<file path="src/ehm_pkg.sv">
`default_nettype none
package ehm_pkg;
    localparam int AXES_DEF = 4;

    localparam logic [1:0] OP_UPDATE    = 2'd0;
    localparam logic [1:0] OP_RESET_ONE = 2'd1;
    localparam logic [1:0] OP_RESET_ALL = 2'd2;

    localparam logic [2:0] REG_RECAL_VAR  = 3'd0;
    localparam logic [2:0] REG_DEGR_VAR   = 3'd1;
    localparam logic [2:0] REG_RECAL_DRF  = 3'd2;
    localparam logic [2:0] REG_DEGR_DRF   = 3'd3;
    localparam logic [2:0] REG_RECAL_QMIN = 3'd4;
    localparam logic [2:0] REG_NORM_QMIN  = 3'd5;
    localparam logic [2:0] REG_CRIT_QMIN  = 3'd6;

    localparam logic [1:0] HEALTH_OPTIMAL  = 2'd0;
    localparam logic [1:0] HEALTH_NORMAL   = 2'd1;
    localparam logic [1:0] HEALTH_DEGRADED = 2'd2;
    localparam logic [1:0] HEALTH_CRITICAL = 2'd3;

    localparam logic [21:0] HOUR_MS     = 22'd3600000;
    localparam logic [31:0] CRIT_FAULTS = 32'd10;
    localparam logic [31:0] MIN_SAMPLES = 32'd10;
endpackage
`default_nettype wire

</file>
<file path="src/encoder_health_monitor.sv">
// An update runs S_UPD, then, when the hourly drift rate is recomputed, 2 multiply steps and
// a 70-step divide, then the 39-step quality divide (one bit per cycle in the shared divider),
// and its result is loaded in S_FIN once the output is free. Resets give no result.
// Throughput: input stall is high until the result is loaded, so a new update is taken only
// after the result of the last one is loaded; resets one per cycle.
// Reset (synchronous, active low) clears all axis state and loads default limits.
`default_nettype none
module encoder_health_monitor #(
    parameter int AXES = ehm_pkg::AXES_DEF
) (
    input  wire logic        i_clk,
    input  wire logic        i_rst_n,
    input  wire logic        i_cfg_we,
    input  wire logic [2:0]  i_cfg_idx,
    input  wire logic [15:0] i_cfg_data,
    input  wire logic        i_in_valid,
    output logic             o_in_stall,
    input  wire logic [1:0]  i_operation,
    input  wire logic [1:0]  i_axis,
    input  wire logic signed [31:0] i_commanded_pos,
    input  wire logic signed [31:0] i_encoder_pos,
    input  wire logic        i_encoder_fault,
    input  wire logic [31:0] i_now_ms,
    output logic             o_out_valid,
    input  wire logic        i_out_stall,
    output logic [1:0]       o_axis_out,
    output logic signed [31:0] o_variance,
    output logic signed [31:0] o_peak_variance,
    output logic [31:0]      o_drift_rate,
    output logic [6:0]       o_quality,
    output logic [31:0]      o_fault_count,
    output logic             o_needs_recal,
    output logic [1:0]       o_health
);
    import ehm_pkg::*;

    localparam int AW = (AXES > 1) ? $clog2(AXES) : 1;

    localparam logic [2:0] S_IDLE = 3'd0;
    localparam logic [2:0] S_UPD  = 3'd1;
    localparam logic [2:0] S_MUL0 = 3'd2;
    localparam logic [2:0] S_MUL1 = 3'd3;
    localparam logic [2:0] S_DIVR = 3'd4;
    localparam logic [2:0] S_RATE = 3'd5;
    localparam logic [2:0] S_DIVQ = 3'd6;
    localparam logic [2:0] S_FIN  = 3'd7;

    logic [2:0]  r_state;
    logic [15:0] r_recal_var, r_degr_var, r_recal_drf, r_degr_drf;
    logic [6:0]  r_recal_qmin, r_norm_qmin, r_crit_qmin;

    logic signed [31:0] r_peak  [AXES];
    logic [47:0]        r_sum   [AXES];
    logic [31:0]        r_smp   [AXES];
    logic [31:0]        r_start [AXES];
    logic [31:0]        r_rate  [AXES];
    logic [31:0]        r_ftot  [AXES];
    logic [31:0]        r_rtot  [AXES];

    // latched request
    logic [AW-1:0]      r_idx;
    logic [1:0]         r_axis;
    logic signed [31:0] r_cmd, r_enc;
    logic               r_fault;
    logic [31:0]        r_now;

    // working values
    logic signed [31:0] r_var;
    logic [31:0]        r_vmag;
    logic [47:0]        r_dsum;
    logic [31:0]        r_el;
    logic [31:0]        r_reads, r_faults;
    logic [69:0]        r_prod;
    logic [6:0]         r_quality;

    // shared divider
    logic [71:0] r_dvd;
    logic [31:0] r_rem, r_dvs;
    logic [6:0]  r_cnt;
    logic [32:0] w_trial;
    logic        w_qbit;
    logic [71:0] n_dvd;
    logic [31:0] n_rem;

    assign w_trial = {r_rem, r_dvd[71]};
    assign w_qbit  = w_trial >= {1'b0, r_dvs};
    assign n_rem   = w_qbit ? 32'(w_trial - {1'b0, r_dvs}) : w_trial[31:0];
    assign n_dvd   = {r_dvd[70:0], w_qbit};

    // update datapath
    logic signed [32:0] w_diff;
    logic signed [31:0] w_var;
    logic [31:0]        w_vmag, w_pmag, w_ws, w_smp, w_el, w_faults, w_reads, w_fclamp;
    logic [48:0]        w_sum;
    logic [47:0]        w_sum_sat;
    logic               w_do_rate;

    assign w_diff = 33'(r_enc) - 33'(r_cmd);
    always_comb begin
        if (w_diff[32] != w_diff[31]) begin
            w_var = w_diff[32] ? 32'sh80000000 : 32'sh7fffffff;
        end else begin
            w_var = w_diff[31:0];
        end
    end
    assign w_vmag    = w_var[31] ? 32'(-w_var) : w_var;
    assign w_pmag    = r_peak[r_idx][31] ? 32'(-r_peak[r_idx]) : r_peak[r_idx];
    assign w_ws      = (r_smp[r_idx] == 32'd0) ? r_now : r_start[r_idx];
    assign w_sum     = 49'(r_sum[r_idx]) + 49'(w_vmag);
    assign w_sum_sat = w_sum[48] ? {48{1'b1}} : w_sum[47:0];
    assign w_smp     = r_smp[r_idx] + 32'(r_smp[r_idx] != 32'hffffffff);
    assign w_el      = r_now - w_ws;
    assign w_do_rate = (w_smp > MIN_SAMPLES) && (w_el > 32'(HOUR_MS));
    assign w_faults  = r_ftot[r_idx] + 32'(r_fault && (r_ftot[r_idx] != 32'hffffffff));
    assign w_reads   = r_rtot[r_idx] + 32'(r_rtot[r_idx] != 32'hffffffff);
    assign w_fclamp  = (w_faults > w_reads) ? w_reads : w_faults;

    // drift sum times one hour, split in two 24-bit halves
    logic [23:0] w_mul_in;
    logic [45:0] w_mul;
    assign w_mul_in = (r_state == S_MUL0) ? r_dsum[23:0] : r_dsum[47:24];
    assign w_mul    = 46'(w_mul_in) * 46'(HOUR_MS);

    logic [38:0] w_qdvd;
    assign w_qdvd = 39'(r_reads - r_faults) * 39'd100;

    logic [31:0] w_rate_q;
    assign w_rate_q = (|n_dvd[69:32]) ? 32'hffffffff : n_dvd[31:0];

    logic w_accept, w_axis_ok;
    assign o_in_stall = (r_state != S_IDLE);
    assign w_accept   = i_in_valid && !o_in_stall;
    assign w_axis_ok  = 32'(i_axis) < 32'(AXES);

    logic w_out_free;
    assign w_out_free = !o_out_valid || !i_out_stall;

    function automatic logic [38:0] w_qdvd_upd(input logic [31:0] reads,
                                              input logic [31:0] faults);
        return 39'(reads - faults) * 39'd100;
    endfunction

    always_ff @(posedge i_clk) begin
        if (!i_rst_n) begin
            r_state      <= S_IDLE;
            o_out_valid  <= 1'b0;
            r_recal_var  <= 16'd200;
            r_degr_var   <= 16'd500;
            r_recal_drf  <= 16'd100;
            r_degr_drf   <= 16'd200;
            r_recal_qmin <= 7'd90;
            r_norm_qmin  <= 7'd70;
            r_crit_qmin  <= 7'd50;
            for (int i = 0; i < AXES; i++) begin
                r_peak[i]  <= '0;
                r_sum[i]   <= '0;
                r_smp[i]   <= '0;
                r_start[i] <= '0;
                r_rate[i]  <= '0;
                r_ftot[i]  <= '0;
                r_rtot[i]  <= '0;
            end
        end else begin
            // a new result in S_FIN takes over the slot being freed
            if (o_out_valid && !i_out_stall && r_state != S_FIN) begin
                o_out_valid <= 1'b0;
            end
            if (i_cfg_we) begin
                case (i_cfg_idx)
                    REG_RECAL_VAR:  r_recal_var  <= i_cfg_data;
                    REG_DEGR_VAR:   r_degr_var   <= i_cfg_data;
                    REG_RECAL_DRF:  r_recal_drf  <= i_cfg_data;
                    REG_DEGR_DRF:   r_degr_drf   <= i_cfg_data;
                    REG_RECAL_QMIN: r_recal_qmin <= i_cfg_data[6:0];
                    REG_NORM_QMIN:  r_norm_qmin  <= i_cfg_data[6:0];
                    REG_CRIT_QMIN:  r_crit_qmin  <= i_cfg_data[6:0];
                    default: ;
                endcase
            end
            case (r_state)
                S_IDLE: begin
                    if (w_accept) begin
                        r_idx   <= AW'(i_axis);
                        r_axis  <= i_axis;
                        r_cmd   <= i_commanded_pos;
                        r_enc   <= i_encoder_pos;
                        r_fault <= i_encoder_fault;
                        r_now   <= i_now_ms;
                        if (i_operation == OP_RESET_ALL) begin
                            for (int i = 0; i < AXES; i++) begin
                                r_peak[i] <= '0;
                                r_sum[i]  <= '0;
                                r_smp[i]  <= '0;
                                r_ftot[i] <= '0;
                                r_rtot[i] <= '0;
                            end
                        end else if (i_operation == OP_RESET_ONE && w_axis_ok) begin
                            r_sum[AW'(i_axis)]  <= '0;
                            r_smp[AW'(i_axis)]  <= '0;
                            r_ftot[AW'(i_axis)] <= '0;
                            r_rtot[AW'(i_axis)] <= '0;
                        end else if (i_operation == OP_UPDATE && w_axis_ok) begin
                            r_state <= S_UPD;
                        end
                    end
                end
                S_UPD: begin
                    r_var  <= w_var;
                    r_vmag <= w_vmag;
                    if (w_vmag > w_pmag) begin
                        r_peak[r_idx] <= w_var;
                    end
                    r_ftot[r_idx] <= w_faults;
                    r_rtot[r_idx] <= w_reads;
                    r_reads  <= w_reads;
                    r_faults <= w_fclamp;
                    r_dsum   <= w_sum_sat;
                    r_el     <= w_el;
                    if (w_do_rate) begin
                        r_sum[r_idx]   <= '0;
                        r_smp[r_idx]   <= '0;
                        r_start[r_idx] <= r_now;
                        r_state        <= S_MUL0;
                    end else begin
                        r_sum[r_idx]   <= w_sum_sat;
                        r_smp[r_idx]   <= w_smp;
                        r_start[r_idx] <= w_ws;
                        r_state        <= S_DIVQ;
                        r_dvd <= {w_qdvd_upd(w_reads, w_fclamp), 33'd0};
                        r_rem <= '0;
                        r_dvs <= w_reads;
                        r_cnt <= 7'd39;
                    end
                end
                S_MUL0: begin
                    r_prod  <= 70'(w_mul);
                    r_state <= S_MUL1;
                end
                S_MUL1: begin
                    r_dvd   <= {r_prod + {w_mul, 24'd0}, 2'b00};
                    r_rem   <= '0;
                    r_dvs   <= r_el;
                    r_cnt   <= 7'd70;
                    r_state <= S_DIVR;
                end
                S_DIVR: begin
                    r_dvd <= n_dvd;
                    r_rem <= n_rem;
                    r_cnt <= r_cnt - 7'd1;
                    if (r_cnt == 7'd1) begin
                        r_rate[r_idx] <= w_rate_q;
                        r_state       <= S_RATE;
                    end
                end
                S_RATE: begin
                    r_dvd   <= {w_qdvd, 33'd0};
                    r_rem   <= '0;
                    r_dvs   <= r_reads;
                    r_cnt   <= 7'd39;
                    r_state <= S_DIVQ;
                end
                S_DIVQ: begin
                    r_dvd <= n_dvd;
                    r_rem <= n_rem;
                    r_cnt <= r_cnt - 7'd1;
                    if (r_cnt == 7'd1) begin
                        r_quality <= n_dvd[6:0];
                        r_state   <= S_FIN;
                    end
                end
                S_FIN: begin
                    if (w_out_free) begin
                        o_out_valid <= 1'b1;
                        r_state     <= S_IDLE;
                    end
                end
                default: r_state <= S_IDLE;
            endcase
        end
    end

    // result register, loaded as the request finishes
    logic w_recal;
    logic [1:0] w_health;
    logic [31:0] w_rate_cur;
    assign w_rate_cur = r_rate[r_idx];
    assign w_recal = (r_vmag > 32'(r_recal_var)) || (w_rate_cur > 32'(r_recal_drf)) ||
                     (r_quality < r_recal_qmin);
    always_comb begin
        if (r_quality < r_crit_qmin && r_ftot[r_idx] > CRIT_FAULTS) begin
            w_health = HEALTH_CRITICAL;
        end else if (r_vmag > 32'(r_degr_var) || w_rate_cur > 32'(r_degr_drf)) begin
            w_health = HEALTH_DEGRADED;
        end else if (r_quality < r_norm_qmin ||
                     (37'(r_faults) * 37'd20) > 37'(r_reads)) begin
            w_health = HEALTH_NORMAL;
        end else begin
            w_health = HEALTH_OPTIMAL;
        end
    end

    always_ff @(posedge i_clk) begin
        if (r_state == S_FIN && w_out_free) begin
            o_axis_out      <= r_axis;
            o_variance      <= r_var;
            o_peak_variance <= r_peak[r_idx];
            o_drift_rate    <= w_rate_cur;
            o_quality       <= r_quality;
            o_fault_count   <= r_ftot[r_idx];
            o_needs_recal   <= w_recal;
            o_health        <= w_health;
        end
    end

    a_upd_follows: assert property (@(posedge i_clk) disable iff (!i_rst_n)
        (w_accept && i_operation == OP_UPDATE && w_axis_ok) |=> (r_state == S_UPD))
        else $error("update request did not start the sequencer");
    a_quality_range: assert property (@(posedge i_clk) disable iff (!i_rst_n)
        o_out_valid |-> (o_quality <= 7'd100))
        else $error("quality above 100");
    a_div_count: assert property (@(posedge i_clk) disable iff (!i_rst_n)
        (r_state == S_DIVR || r_state == S_DIVQ) |-> (r_cnt != 7'd0))
        else $error("divider step count ran out");
    a_critical: assert property (@(posedge i_clk) disable iff (!i_rst_n)
        (o_out_valid && o_health == HEALTH_CRITICAL) |-> (o_fault_count > CRIT_FAULTS))
        else $error("critical health without enough faults");
endmodule
`default_nettype wire

</file>
<file path="config.mk">
export PLATFORM = sky130hd
export DESIGN_NAME = encoder_health_monitor
export DESIGN_NICKNAME = d
export VERILOG_FILES = /design/src/ehm_pkg.sv /design/src/encoder_health_monitor.sv
export SDC_FILE = /design/constraint.sdc
export NUM_CORES = 2
export LEC_CHECK = 0
export ABC_AREA = 1
export ABC_CLOCK_PERIOD_IN_PS = 31700
export BUFFER_PORTS_ARGS = -buffer_cell sky130_fd_sc_hd__buf_2
export CAP_MARGIN = 20
export CORE_MARGIN = 2
export CORE_UTILIZATION = 50
export DETAILED_ROUTE_END_ITERATION = 16
export GPL_TIMING_DRIVEN = 0
export HOLD_SLACK_MARGIN = 0.08
export PLACE_DENSITY = 0.76
export SETUP_SLACK_MARGIN = 0.05
export SYNTH_ARGS = -nofsm -noshare
export SYNTH_HDL_FRONTEND = slang
export SYNTH_SLANG_ARGS = --single-unit
</file>
<file path="constraint.sdc">
create_clock -name i_clk -period 31.7 [get_ports i_clk]
set_clock_uncertainty 0.05 [all_clocks]
set_input_delay 9.51 -clock i_clk [delete_from_list [all_inputs] [get_ports i_clk]]
set_output_delay 9.51 -clock i_clk [all_outputs]
set_load 0.005 [all_outputs]
</file>
==> flow_summary_export.csv <==
group,metric,value,unit
timing,rsz0062_at_grt,"false",
logic_synthesis,ys_seq_area_share,46.5,%
placement,gp_congestion,1.06,
worst_setup_path,crit_path_top_delay_cell,"a32oi_1",
floorplanning,fp.dieH,467,microns
logic_synthesis,netlist_instances,12000,
global_routing,grt_usage,33.3,%
worst_setup_path,worstPathArrival,16600,ps
logic_synthesis,synthArstFlopShare,0,%
clocking,cts_tree,"built",
cells_and_area,fin_util,56.1,%
worst_setup_path,reg2reg_slack,15610,ps
logic_synthesis,synth_area_per_cell,8.91,sq um
clocking,htree_levels,4,
clocking,cts_buffers,176,
global_routing,grt_max_degree,56,
clocking,worstSkewPairLatency,850,ps
clocking,clockBufferDepth,3,
cells_and_area,final_nets,13700,
global_routing,antenna_found_initial,22,
global_routing,grt_pass1_vias,85800,
logic_synthesis,synth_area,107000,sq um
route,vias_per_cell,5.88,
route,wl_per_cell,23.9,microns
cells_and_area,multi_input_area,49400,sq um
clocking,cts_resized,0,
logic_synthesis,synth-edff-count,1595,
worst_setup_path,worstSetupPathType,"reg -> reg",
status,violations,"slew limit",
route,vias,91200,
logic_synthesis,synth_top_area_share,44.8,%
cells_and_area,areaGrowthSynthToFinish,11.3,%
status,outcome,"complete, but fails checks",
logic_synthesis,yosysMostFrequentCell,"nand2_1",
worst_setup_path,worst-path-max-fanout,10,
worst_setup_path,endpoint_kind,"flop",
logic_synthesis,synth-main-ff-cell,"edfxtp_1",
worst_setup_path,worst_r2r_endpoint,"r_dvd[68]",
route,totalWireLength,370000,microns
placement,hpwl,287000,microns
route,first_pass_iters,8,
timing,final.min_clock_period,16090,ps
min_path,holdPathStages,0,
timing,slew_violations,3,
timing,setup_tns,0,ps
cells_and_area,register_area,49700,sq um
timing,fin_crit_sh,50.8,%
clocking,ctsHoldBuffers,0,
clocking,path_clk_slew,70,ps
route,drc,0,
worst_setup_path,cp-start-kind,"flop",
run,maxCapViolations,0,
cells_and_area,fillCellCount,18600,
clocking,clkSinkCount,1686,
clocking,clock-root-buffer,"clkbuf_16",
worst_setup_path,reg2regPathDepth,59,
floorplanning,fp-row-count,169,
clocking,cts_setup_buffers,0,
global_routing,grt_first_pass_wirelength,538000,microns
cells_and_area,drive_gt1_share,7.50,%
logic_synthesis,synth_common_cells,"nand2_1 (2286), nor2_1 (1749), inv_1 (1637)",
min_path,hp-start,"r_var[30]",
floorplanning,dieArea,218000,sq um
timing,final-hold-violation-count,0,
logic_synthesis,synth_area_leader_cell,"edfxtp_1",
floorplanning,core_region_area,212000,sq um
timing,fmax,0.0622,GHz
logic_synthesis,synth_cell_types,68,
logic_synthesis,synth.ff_latch_count,1686,
min_path,hold_path_class,"reg -> reg",
route,drt-initial-drc-count,13300,
timing,setup_violations,0,
floorplanning,start_util,50.4,%
floorplanning,io_pins,267,
timing,worst_pin_slew,1550,ps
floorplanning,die_w,467,microns
global_routing,grt_overflow,0,
timing,slew_headroom,-3.32,%
worst_setup_path,slowest_delay,1050,ps
logic_synthesis,synthTopCellsByArea,"edfxtp_1 (45%), ha_1 (9.2%), nand2_1 (8.0%)",
min_path,worstHoldEndpoint,"o_variance[30]",
placement,port_buffers,266,
worst_setup_path,required,32210,ps
logic_synthesis,yosysWarnings,0,
route,ant_nets,0,
logic_synthesis,syn_nets,13200,
## per-layer routing
layer | global-route usage, % | up-vias | wire [microns] | part of all wire (%)
li1 | - | 41400 | - | -
met1 | 44.3 | 42600 | 138000 | 37
met2 | 48.1 | 6037 | 153000 | 41
met3 | 8.46 | 1091 | 50000 | 14
met4 | 22.2 | 16 | 29400 | 7.9
met5 | 0 | - | 107 | 0.029
## kinds of logic after synthesis
logic type	share of synthesized area, %
AO/OA/AOI/OAI	10.2
XOR/XNOR	2.45
adder cells (fa/ha/maj)	14.0
buffers and inverters	7.56
flip-flops	46.5
multiplexers	0.0737
AND/OR/NAND/NOR	19.1
## area by class of cell
class                      count  share of cell area, %
tap                         2821                   2.97
clock buffer                 211                   3.89
inverter                    1660                   5.23
clock inverter               114                   1.01
timing repair buffer         338                   2.07
multi-input combinational   8278                   41.5
antenna                       14                 0.0294
sequential                  1686                   41.8
buffer                       383                   1.57
## worst max-delay path, delay by kind of cell (launching register included)
family          cells  cell delay [ps]
xor+xnor            1              370
buf+inv            16             4430
simple gates       24             4390
flops               1              330
fa+ha+maj           8             2840
compound gates     10             3290
## flip-flops by register name, summed over array words and instances (netlist names), 39 cells and up, named ones only
| signal | cells |
|---|---|
| r_sum | 192 |
| r_ftot | 128 |
| r_peak | 128 |
| r_rate | 128 |
| r_rtot | 128 |
| r_smp | 128 |
| r_start | 128 |
| r_dvd | 72 |
| r_dsum | 48 |
| r_prod | 39 |
## worst max path at each step
stage | start | endpoint | slack (ps) | depth (start not counted)
after detailed placement | flop | r_dvd[68] | 16440 | 59
final | flop | r_dvd[68] | 15610 | 59
after global placement | i_rst_n | r_smp[2][16] | 6670 | 9
after global routing | flop | r_dvd[68] | 15110 | 57
after CTS | flop | r_dvd[68] | 16330 | 59
after floorplan | i_rst_n | r_smp[2][0] | 14500 | 8
## layout by cell type, fill, tap and decap left out, types with 19 or more instances in the layout
cell / Yosys / routed
clkbuf_1: 206 / 234
nand2_2: 69 / 76
nor4_1: 46 / 46
nand3_1: 485 / 485
nand4_1: 127 / 127
o2111ai_1: 21 / 21
inv_1: 1637 / 1637
edfxtp_1: 1595 / 1595
a32oi_1: 91 / 91
buf_12: 0 / 21
clkinv_2: 0 / 27
a21o_1: 26 / 26
nand2_1: 2286 / 2271
buf_6: 9 / 22
a21oi_1: 752 / 749
fa_1: 260 / 260
o221ai_1: 29 / 29
o21a_1: 28 / 28
o22ai_1: 83 / 83
buf_4: 33 / 51
ha_1: 785 / 785
xnor2_1: 79 / 79
o21ai_0: 704 / 686
clkbuf_16: 0 / 179
dfxtp_1: 91 / 91
xor2_1: 220 / 220
o21bai_1: 20 / 20
o211ai_1: 58 / 58
nor2_1: 1749 / 1746
or2_2: 52 / 52
a31oi_1: 35 / 35
buf_1: 21 / 21
nand3b_1: 32 / 32
bufinv_16: 0 / 19
buf_2: 102 / 369
clkinv_1: 9 / 35
nor3_1: 116 / 116
## metrics by stage
step / worst slack (ps) / area, sq um / hold WS [ps] / cells
finish: 15610 / 119000 / 360 / 15500
floorplan: 14500 / 107000 / 350 / 12000
global placement: 6670 / 112000 / 352 / 15100
CTS: 16330 / 119000 / 357 / 15500
global route: 15110 / 119000 / 375 / 15500
detailed placement: 16440 / 113000 / 355 / 15200
Power is left out: the tool's default activity adds up to more than one toggle a clock period on the data nets, which glitch-free logic cannot reach.
